--- src/rtl/gbid_pkg.sv ---
// Shared types, codes and defaults for the GPIO bank with interrupt detection.
// No dependencies; every other file refers to this package by scoped names or imports it.
package gbid_pkg;

	// Field widths fixed by the bus interface
	localparam int DATA_W        = 32;
	localparam int IDX_W         = 5;
	localparam int CMD_W         = 2;
	localparam int SEL_W         = 3;
	localparam int PIN_COUNT_DEF = 32;
	localparam int OUT_DEPTH     = 2;

	// Commands
	localparam logic [CMD_W-1:0] CMD_TICK  = 2'd0;
	localparam logic [CMD_W-1:0] CMD_WRITE = 2'd1;
	localparam logic [CMD_W-1:0] CMD_READ  = 2'd2;

	// Register map
	localparam logic [SEL_W-1:0] REG_OUT      = 3'd0;
	localparam logic [SEL_W-1:0] REG_IN       = 3'd1;
	localparam logic [SEL_W-1:0] REG_STATUS   = 3'd2;
	localparam logic [SEL_W-1:0] REG_CLEAR    = 3'd3;
	localparam logic [SEL_W-1:0] REG_ENABLE   = 3'd4;
	localparam logic [SEL_W-1:0] REG_EDGE     = 3'd5;
	localparam logic [SEL_W-1:0] REG_POLARITY = 3'd6;
	localparam logic [SEL_W-1:0] REG_OE       = 3'd7;

	// Decoded command broadcast to every pin lane
	typedef struct packed {
		logic acc;
		logic tick;
		logic wr_out;
		logic wr_clear;
		logic wr_en;
		logic wr_edge;
		logic wr_pol;
		logic wr_oe;
	} gbid_ctl_t;

	// Per-pin state after the current beat has been applied
	typedef struct packed {
		logic latch;
		logic oe;
		logic en;
		logic edge_md;
		logic pol;
		logic status;
		logic last;
		logic pend;
	} gbid_lane_t;

	// One result beat
	typedef struct packed {
		logic [DATA_W-1:0] rdata;
		logic [DATA_W-1:0] drive;
		logic [DATA_W-1:0] drive_en;
		logic              irq;
		logic [IDX_W-1:0]  idx;
	} gbid_res_t;

endpackage

--- src/rtl/gbid_lane.sv ---
// One pin lane: holds the pin's register bits and runs its interrupt detection.
// Depends on gbid_pkg for the control and lane state structs.
module gbid_lane (
	input  logic              clk,
	input  logic              arst_n,
	input  gbid_pkg::gbid_ctl_t ctl,
	input  logic              wbit,
	input  logic              pin,
	output gbid_pkg::gbid_lane_t nx
);

	logic latch_q, oe_q, en_q, edge_q, pol_q, status_q, last_q;
	logic rise, fall, edge_hit, level_hit;

	// Detect edge events against the previous sample and level events against the polarity
	always_comb begin
		rise      = ~last_q & pin;
		fall      = last_q & ~pin;
		edge_hit  = edge_q & ((pol_q & rise) | (~pol_q & fall));
		level_hit = ~edge_q & ~(pin ^ pol_q);
	end

	// Form the state after this beat
	always_comb begin
		nx.latch   = ctl.wr_out  ? wbit : latch_q;
		nx.oe      = ctl.wr_oe   ? wbit : oe_q;
		nx.en      = ctl.wr_en   ? wbit : en_q;
		nx.edge_md = ctl.wr_edge ? wbit : edge_q;
		nx.pol     = ctl.wr_pol  ? wbit : pol_q;
		nx.last    = ctl.tick    ? pin  : last_q;
		nx.status  = status_q;
		if (ctl.tick) begin
			nx.status = status_q | edge_hit | level_hit;
		end else if (ctl.wr_clear) begin
			nx.status = status_q & ~wbit;
		end
		nx.pend = nx.status & nx.en;
	end

	// Commit on an accepted beat
	always_ff @(posedge clk or negedge arst_n) begin
		if (!arst_n) begin
			latch_q  <= 1'b0;
			oe_q     <= 1'b0;
			en_q     <= 1'b0;
			edge_q   <= 1'b0;
			pol_q    <= 1'b0;
			status_q <= 1'b0;
			last_q   <= 1'b0;
		end else if (ctl.acc) begin
			latch_q  <= nx.latch;
			oe_q     <= nx.oe;
			en_q     <= nx.en;
			edge_q   <= nx.edge_md;
			pol_q    <= nx.pol;
			status_q <= nx.status;
			last_q   <= nx.last;
		end
	end

endmodule

--- src/rtl/gbid_merge.sv ---
// Merge stage: combines the lanes' pending bits into the irq line and the
// lowest pending pin index. Depends on gbid_pkg for the index width.
module gbid_merge #(
	parameter int PIN_COUNT = gbid_pkg::PIN_COUNT_DEF
) (
	input  logic [PIN_COUNT-1:0]        pend,
	output logic                        any,
	output logic [gbid_pkg::IDX_W-1:0]  idx
);

	// Scan from the top so the lowest set bit wins
	always_comb begin
		any = |pend;
		idx = '0;
		for (int i = PIN_COUNT - 1; i >= 0; i--) begin
			if (pend[i]) begin
				idx = gbid_pkg::IDX_W'(i);
			end
		end
	end

endmodule

--- src/rtl/gpio_bank_with_irq_detect_top.sv ---
// GPIO bank with per-pin edge/level interrupt detection: one pin lane per pin,
// a merge stage and a two-beat output buffer. Depends on gbid_pkg, gbid_lane
// and gbid_merge.
//
// Each input beat (sample tick, register write or register read) is taken
// while in_ready is high, and a new beat can follow in every cycle unless the
// output buffer is full. All pins are handled in parallel lanes, so the cost
// per beat does not depend on PIN_COUNT. The result beat, showing the state
// after the command, is registered into a two-entry output buffer, which keeps
// in_ready high while one result waits; in_ready drops only when two results
// are unclaimed. Pins at or above PIN_COUNT ignore writes and read back as zero.
module gpio_bank_with_irq_detect_top #(
	parameter int PIN_COUNT = gbid_pkg::PIN_COUNT_DEF
) (
	input  logic                          clk,
	input  logic                          arst_n,
	input  logic                          in_valid,
	output logic                          in_ready,
	input  logic [gbid_pkg::CMD_W-1:0]    cmd,
	input  logic [gbid_pkg::SEL_W-1:0]    reg_select,
	input  logic [gbid_pkg::DATA_W-1:0]   write_data,
	input  logic [gbid_pkg::DATA_W-1:0]   pin_levels,
	output logic                          out_valid,
	input  logic                          out_ready,
	output logic [gbid_pkg::DATA_W-1:0]   read_data,
	output logic [gbid_pkg::DATA_W-1:0]   pin_drive,
	output logic [gbid_pkg::DATA_W-1:0]   pin_drive_enable,
	output logic                          irq_line,
	output logic [gbid_pkg::IDX_W-1:0]    first_pending
);

	gbid_pkg::gbid_ctl_t  ctl;
	gbid_pkg::gbid_lane_t lane_nx [PIN_COUNT];
	gbid_pkg::gbid_res_t  res_nx;
	gbid_pkg::gbid_res_t  res_q [gbid_pkg::OUT_DEPTH];

	logic [PIN_COUNT-1:0] v_latch, v_oe, v_en, v_edge, v_pol, v_status, v_last, v_pend;
	logic [PIN_COUNT-1:0] rd_vec;
	logic                 irq_any;
	logic [gbid_pkg::IDX_W-1:0] irq_idx;
	logic [1:0]           cnt_q;
	logic                 wr_ptr_q, rd_ptr_q;
	logic                 push, pop, is_wr;

	// Decode the command for the lanes
	always_comb begin
		push         = in_valid & in_ready;
		is_wr        = (cmd == gbid_pkg::CMD_WRITE);
		ctl.acc      = push;
		ctl.tick     = (cmd == gbid_pkg::CMD_TICK);
		ctl.wr_out   = is_wr && (reg_select == gbid_pkg::REG_OUT);
		ctl.wr_clear = is_wr && (reg_select == gbid_pkg::REG_CLEAR);
		ctl.wr_en    = is_wr && (reg_select == gbid_pkg::REG_ENABLE);
		ctl.wr_edge  = is_wr && (reg_select == gbid_pkg::REG_EDGE);
		ctl.wr_pol   = is_wr && (reg_select == gbid_pkg::REG_POLARITY);
		ctl.wr_oe    = is_wr && (reg_select == gbid_pkg::REG_OE);
	end

	// One lane per pin
	for (genvar p = 0; p < PIN_COUNT; p++) begin : g_lane
		gbid_lane u_lane (
			.clk    (clk),
			.arst_n (arst_n),
			.ctl    (ctl),
			.wbit   (write_data[p]),
			.pin    (pin_levels[p]),
			.nx     (lane_nx[p])
		);
		assign v_latch[p]  = lane_nx[p].latch;
		assign v_oe[p]     = lane_nx[p].oe;
		assign v_en[p]     = lane_nx[p].en;
		assign v_edge[p]   = lane_nx[p].edge_md;
		assign v_pol[p]    = lane_nx[p].pol;
		assign v_status[p] = lane_nx[p].status;
		assign v_last[p]   = lane_nx[p].last;
		assign v_pend[p]   = lane_nx[p].pend;
	end

	gbid_merge #(.PIN_COUNT(PIN_COUNT)) u_merge (
		.pend (v_pend),
		.any  (irq_any),
		.idx  (irq_idx)
	);

	// Select the register for a read
	always_comb begin
		case (reg_select)
			gbid_pkg::REG_OUT:      rd_vec = v_latch;
			gbid_pkg::REG_IN:       rd_vec = v_last;
			gbid_pkg::REG_STATUS:   rd_vec = v_status;
			gbid_pkg::REG_ENABLE:   rd_vec = v_en;
			gbid_pkg::REG_EDGE:     rd_vec = v_edge;
			gbid_pkg::REG_POLARITY: rd_vec = v_pol;
			gbid_pkg::REG_OE:       rd_vec = v_oe;
			default:                rd_vec = '0;
		endcase
	end

	// Assemble the result beat
	always_comb begin
		res_nx.rdata    = (cmd == gbid_pkg::CMD_READ) ? gbid_pkg::DATA_W'(rd_vec)
		                                              : '0;
		res_nx.drive    = gbid_pkg::DATA_W'(v_latch);
		res_nx.drive_en = gbid_pkg::DATA_W'(v_oe);
		res_nx.irq      = irq_any;
		res_nx.idx      = irq_idx;
	end

	// Output buffer: hold up to two result beats
	assign in_ready  = (cnt_q != 2'(gbid_pkg::OUT_DEPTH));
	assign out_valid = (cnt_q != 2'd0);
	assign pop       = out_valid & out_ready;

	always_ff @(posedge clk) begin
		if (push) begin
			res_q[wr_ptr_q] <= res_nx;
		end
	end

	always_ff @(posedge clk or negedge arst_n) begin
		if (!arst_n) begin
			cnt_q    <= 2'd0;
			wr_ptr_q <= 1'b0;
			rd_ptr_q <= 1'b0;
		end else begin
			cnt_q <= cnt_q + 2'(push) - 2'(pop);
			if (push) begin
				wr_ptr_q <= ~wr_ptr_q;
			end
			if (pop) begin
				rd_ptr_q <= ~rd_ptr_q;
			end
		end
	end

	// Drive the head beat
	always_comb begin
		read_data        = res_q[rd_ptr_q].rdata;
		pin_drive        = res_q[rd_ptr_q].drive;
		pin_drive_enable = res_q[rd_ptr_q].drive_en;
		irq_line         = res_q[rd_ptr_q].irq;
		first_pending    = res_q[rd_ptr_q].idx;
	end

endmodule

--- config.mk ---
export PLATFORM = sky130hd
export DESIGN_NAME = gpio_bank_with_irq_detect_top
export DESIGN_NICKNAME = d
export VERILOG_FILES = /design/src/rtl/gbid_pkg.sv /design/src/rtl/gbid_lane.sv /design/src/rtl/gbid_merge.sv /design/src/rtl/gpio_bank_with_irq_detect_top.sv
export SDC_FILE = /design/constraint.sdc
export NUM_CORES = 1
export LEC_CHECK = 0
export BUFFER_PORTS_ARGS = -buffer_cell sky130_fd_sc_hd__buf_4
export CAP_MARGIN = 5
export CORE_MARGIN = 1
export CORE_UTILIZATION = 35
export DETAILED_ROUTE_END_ITERATION = 6
export GPL_ROUTABILITY_DRIVEN = 0
export HOLD_SLACK_MARGIN = 0.15
export PLACE_DENSITY = 0.52
export RECOVER_POWER = 100
export SLEW_MARGIN = 0
export SYNTH_ARGS = -nofsm -noshare
export SYNTH_HDL_FRONTEND = slang
export SYNTH_HIERARCHICAL = 1
export SYNTH_SLANG_ARGS = --single-unit
--- constraint.sdc ---
create_clock -name clk -period 6 [get_ports clk]
set_input_delay 0.6 -clock clk [delete_from_list [all_inputs] [get_ports clk]]
set_output_delay 0.6 -clock clk [all_outputs]
set_load 0.005 [all_outputs]
### Yosys cells after proc, flatten, opt, wreduce, memory -nomap -nowiden

Memory sizes are Yosys's and may differ from the RTL's.
Index checks and enable logic that the tools add are counted.

| storage, ports and cells | value |
|---|---|
| bits in registers | 228 |
| memory bits (writable) | 204 |
| logic and storage cells | 1122 |
| memories | 1 |

Memory list:

| name | depth | width | rd ports | clocked after memory_dff | wr ports | RTL line | text |
|---|---|---|---|---|---|---|---|
| res_q | 2 | 102 | 1 | 0 | 1 | gpio_bank_with_irq_detect_top.sv:35 | `gbid_pkg::gbid_res_t res_q [gbid_pkg::OUT_DEPTH];` |

| cells by class | value |
|---|---|
| add/subtract/negate cells | 2 |
| eq/ne operators | 10 |
| muxes and demuxes | 292 |
| bitwise logic cells | 580 |
| reductions and logical operators | 10 |

Operator list:

| operator | number |
|---|---|
| $and 1x1->1 | 258 |
| $mux 1 | 258 |
| $pmux 32 s7 | 1 |
| $not 1->1 | 194 |
| $mux 5 | 32 |
| $or 1x1->1 | 96 |
| $mux 32 | 1 |
| $reduce_or 32->1 | 1 |
| $xor 1x1->1 | 32 |
| $eq 3x3->1 const B | 4 |
| $eq 3x2->1 const B | 2 |
| $logic_and 1x1->1 | 6 |
| $eq 3x1->1 const B | 1 |
| $logic_not 3->1 | 1 |
| $add 2x1->2 | 1 |
| $eq 2x1->1 const B | 1 |
| $eq 2x2->1 const B | 1 |
| $logic_not 2->1 | 1 |
| $ne 2x2->1 const B | 1 |
| $reduce_bool 2->1 | 1 |
| $sub 2x1->2 | 1 |

### Logic depth before layout (Yosys ltp)

| logic depth | value |
|---|---|
| depth after elaboration | 41 |
| gate-level depth with buffers | 13 |

### By module

The synthesis kept the hierarchy.

By module, submodules not included:

| module | instances | cells each | area an instance (um^2) | seq. area each (um^2) |
|---|---|---|---|---|
| gbid_lane | 32 | 42 | 375.4 | 175.2 |
| gpio_bank_with_irq_detect_top | 1 | 652 | 9626.7 | 6226.0 |
| gbid_merge | 1 | 65 | 385.4 | 0.0 |

### Worst setup path after synthesis

Ideal clock, no wire load.

| timing | value |
|---|---|
| kind | input-to-reg |
| start point | input port in_valid |
| end point | memory res_q[0][0] in the netlist's numbering, enable pin |
| library setup time | 0.564 ns |
| data arrival time | 4.956 ns |
| data required time | 5.436 ns |
| setup slack | 0.480 ns |
| stages on the path | 2 |
| cell sequence | nand2_1 nor2_1 |

| between the ends | value |
|---|---|
| cells in the longest elaborated chain, start to end | 3 |

RTL lines:

| item | RTL line | text |
|---|---|---|
| from (decl) | gpio_bank_with_irq_detect_top.sv:17 | `input logic in_valid,` |
| $and 1x1->1 | gpio_bank_with_irq_detect_top.sv:47 | `push = in_valid & in_ready;` |
| $mux 1 | gpio_bank_with_irq_detect_top.sv:115 | `if (push) begin` |
| $mux 1 (not written as such) | gpio_bank_with_irq_detect_top.sv:116 | `res_q[wr_ptr_q] <= res_nx;` |
| to (decl) | gpio_bank_with_irq_detect_top.sv:35 |  |

Every way passes these cells.

==> results list <==
- Number of H-tree branching levels: 2
- In the final routed layout, each cell accounts on average for 20.0 um.
- Via count of the first global-routing pass: 15900
- Buffers placed on the I/O ports in this run total 176.
- The post-route netlist has 22.3% of its cells at a drive strength greater than 1.
* Post-synthesis to final-layout area growth: 17.0%
- In this run the core area contains 91 standard-cell rows.
- Cell total after placement: 3013
- CTS tree: yes
- STA puts the critical path data required time at 6.32 ns.
* Min Hold Slack: 0.392 ns
- RSZ-0062 raised after global routing: false
- For the finished layout, the period the worst path requires is 4.69 ns.
- Global-route congestion overflow total: 0
- Syn_area_per_cell: 10.7 um^2
- Clock Skews: 0.0300 ns
* Post-route DRC: 0
- Syn Nets: 2136
* Peak VDD IR: 0.226 mV
- Finished Cell Area: 0.0258 mm^2
* Area of the die: 0.0639 mm^2
* Violation count after the first detailed-routing iteration: 1203
- Tcrit/Tclk final: 78.2%
* Power per unit of standard cell area: 498 mW/mm^2
- Library cell used as clock root buffer: sky130_fd_sc_hd__clkbuf_16
- CP endpoint kind: flip-flop
- Vias after detailed routing: 16000
- F_max: 213 MHz
* Failing checks: max-capacitance violations, max-slew violations
- DRT Wirelength: 62100 um
- At the later pin of the worst-skew pair, clock insertion delay measures 0.60 ns.
- sky130_fd_sc_hd__edfxtp_1 takes more of the synthesized area than any other cell.
* Area share of the largest cell type after synthesis: 27.8%
* Largest net degree at the start of global routing: 145
- Crit start category: input port
* Hold Violations, Final: 0
- Global-route usage over all layers: 19.4%
- CP max FO: 82
- The number of cells on the worst reg-to-reg path is 7.
- Once detailed placement completed, the half-perimeter wirelength came to 39700 um.
- Once the floorplan was initialized, standard cells occupied 35.6% of the core.
* Post-CTS repair timing setup buffer count: 0
- The number of antenna violations at the first check in global routing is 3.
- The clock passes through at most 3 buffers.
- TritonCTS Sinks: 432
* Clock transition at the register clock pins on the worst setup and hold paths after CTS: 0.06 ns
* Antenna viol nets, final: 0
- The net count of the finished layout is 2303.
* Width of the die: 253 um
- Number of max-cap violations: 5
- Vias per inst: 5.15
- The analysis attributes to cell leakage a power of 9.03 nW.
- Gate count of the mapped netlist: 2061
- Number of warnings reported in the yosys synthesis log: 6
* Synthesis-stage register bit count: 432
- Clock tree synthesis inserted a total of 49 buffers.
- In this run the register-to-register setup slack is 1.62 ns.
- After synthesis, flip-flops and latches occupy 53.7% of the total area.
* Die Height: 253 um
* Number of distinct standard cells referenced by the synthesized netlist: 48
* TritonRoute pass-1 iters: 5
- Along the worst hold path, the cell count comes to 4.
- 177 I/O pins were placed.
- Run status: finished with violations
- In the final timing run, aggregate negative setup slack is 0 ns.
* Data arrival, critical path: 5.01 ns
- The first global-routing pass estimated 95300 um of wire.
- Setup violations remaining at the end of the flow were counted as 0.
- The worst hold path belongs to the class input port to flip-flop.
* Netlist area before placement: 0.0220 mm^2
- Before CTS, the worst setup slack after placement is 1.61 ns.
- Worst relative slew slack: -132%
- Placed Instance Area: 0.0243 mm^2
* Crit path kind: input port to flip-flop
* Post-layout utilization of the core: 41.6%
* Worst Tran Pin Value: 3.48 ns
- After layout, the design draws a total of 12.8 mW.
- The number of max-slew violations in the final report was 358.
- Floorplan core area: 0.0619 mm^2
* Final cell count without fillers: 3108
- Cell types with the largest area share after synthesis: sky130_fd_sc_hd__edfxtp_1 28%, sky130_fd_sc_hd__dfrtp_1 26%, sky130_fd_sc_hd__mux2_2 16%
- The worst path meets setup with 1.31 ns of slack.
[placed cells by master (no fill, tap or decap), drive strengths merged, types with 105 or more instances in the layout]
master / Yosys / layout
clkbuf: 18 / 158
dfrtp: 228 / 228
nand2: 143 / 143
o21ai: 131 / 131
mux2: 314 / 314
edfxtp: 204 / 204
buf: 65 / 105
inv: 106 / 106
a21oi: 113 / 113
nor2: 434 / 434
[kinds of logic after synthesis]
kind of cell / after synthesis / synth area share [%]
AO/OA/AOI/OAI: 364 / 9.80
AND/OR/NAND/NOR: 659 / 12.4
adder cells (fa/ha/maj): 2 / 0.114
buffers and inverters: 189 / 3.68
flip-flops: 432 / 53.7
multiplexers: 347 / 17.6
XOR/XNOR: 68 / 2.70
[layout make-up]
| type | instances | area [um^2] |
|---|---|---|
| fill | 6021 | 36200 |
| sequential | 432 | 11800 |
| multi-input combinational | 1440 | 9420 |
| timing repair buffer | 199 | 1470 |
| clock buffer | 65 | 1360 |
| tap | 837 | 1050 |
| inverter | 106 | 402 |
| clock inverter | 27 | 241 |
| antenna | 2 | 5.00 |
[registers in the layout, indices dropped and copies added, names as in the netlist]
name / count
g_lane.u_lane/pol_q: 32
g_lane.u_lane/oe_q: 32
g_lane.u_lane/last_q: 32
wr_ptr_q: 1
res_q: 204
g_lane.u_lane/en_q: 32
rd_ptr_q: 1
g_lane.u_lane/latch_q: 32
cnt_q: 2
g_lane.u_lane/status_q: 32
g_lane.u_lane/edge_q: 32
[synth_stat cells (all sizes together)]
master / count
a2111oi: 2
a211oi: 1
a21boi: 1
a21o: 1
a21oi: 113
a221oi: 1
a22o: 22
a22oi: 11
a311o: 1
a31oi: 22
a32oi: 20
and2: 3
and2b: 1
and3: 3
buf: 65
clkbuf: 18
dfrtp: 228
edfxtp: 204
ha: 2
inv: 106
mux2: 314
mux2i: 33
nand2: 143
nand2b: 13
nand3: 2
nand3b: 34
nand4: 1
nor2: 434
nor2b: 2
nor3: 8
nor3b: 3
nor4: 7
o2111ai: 1
o211ai: 32
o21a: 1
o21ai: 131
o31ai: 4
or2: 1
or4: 4
xnor2: 35
xor2: 33
[layer usage]
| metal | track usage [%] | vias to the layer above | share of wire, % |
|---|---|---|---|
| met5 | 0 | - | 0.021 |
| met4 | 5.92 | 2 | 2.2 |
| met3 | 3.24 | 98 | 5.0 |
| met2 | 31.2 | 379 | 46 |
| met1 | 26.7 | 7927 | 47 |
| li1 | - | 7591 | - |
[timing repair]
action	4_1_cts	5_1_grt
resized for setup	0	0
hold buffers	1	0
hold endpoints to repair	89	0
[worst paths after layout]
check                                       start                    endpoint
setup reg to reg                         cnt_q[0]  g_lane[30].u_lane/status_q
setup / recovery                    reg_select[2]                 res_q[0][0]
hold / removal                      pin_levels[5]     g_lane[5].u_lane/last_q
hold reg to reg            g_lane[29].u_lane/oe_q      g_lane[29].u_lane/oe_q
max in group asynchronous                  arst_n    g_lane[9].u_lane/latch_q
min in group asynchronous                  arst_n                    cnt_q[0]
[critical path, stage by stage]
cell and delay [ns]:
sky130_fd_sc_hd__buf_4 0.72, sky130_fd_sc_hd__nand2b_1 0.24, sky130_fd_sc_hd__nor2_1 1.31, sky130_fd_sc_hd__buf_4 0.56
sky130_fd_sc_hd__mux2i_1 0.18, sky130_fd_sc_hd__a21oi_1 0.39, sky130_fd_sc_hd__inv_1 0.08, sky130_fd_sc_hd__a2111oi_0 0.45
sky130_fd_sc_hd__o31ai_1 0.18, sky130_fd_sc_hd__o2111ai_1 0.12, sky130_fd_sc_hd__a221oi_1 0.13
[power by group]
group / internal (mW) / switching (mW)
Sequential: 4.47 / 0.671
Clock: 1.76 / 1.25
Combinational: 2.02 / 2.65
Total: 8.26 / 4.58
No activity file was read; power rests on OpenSTA's default activity.
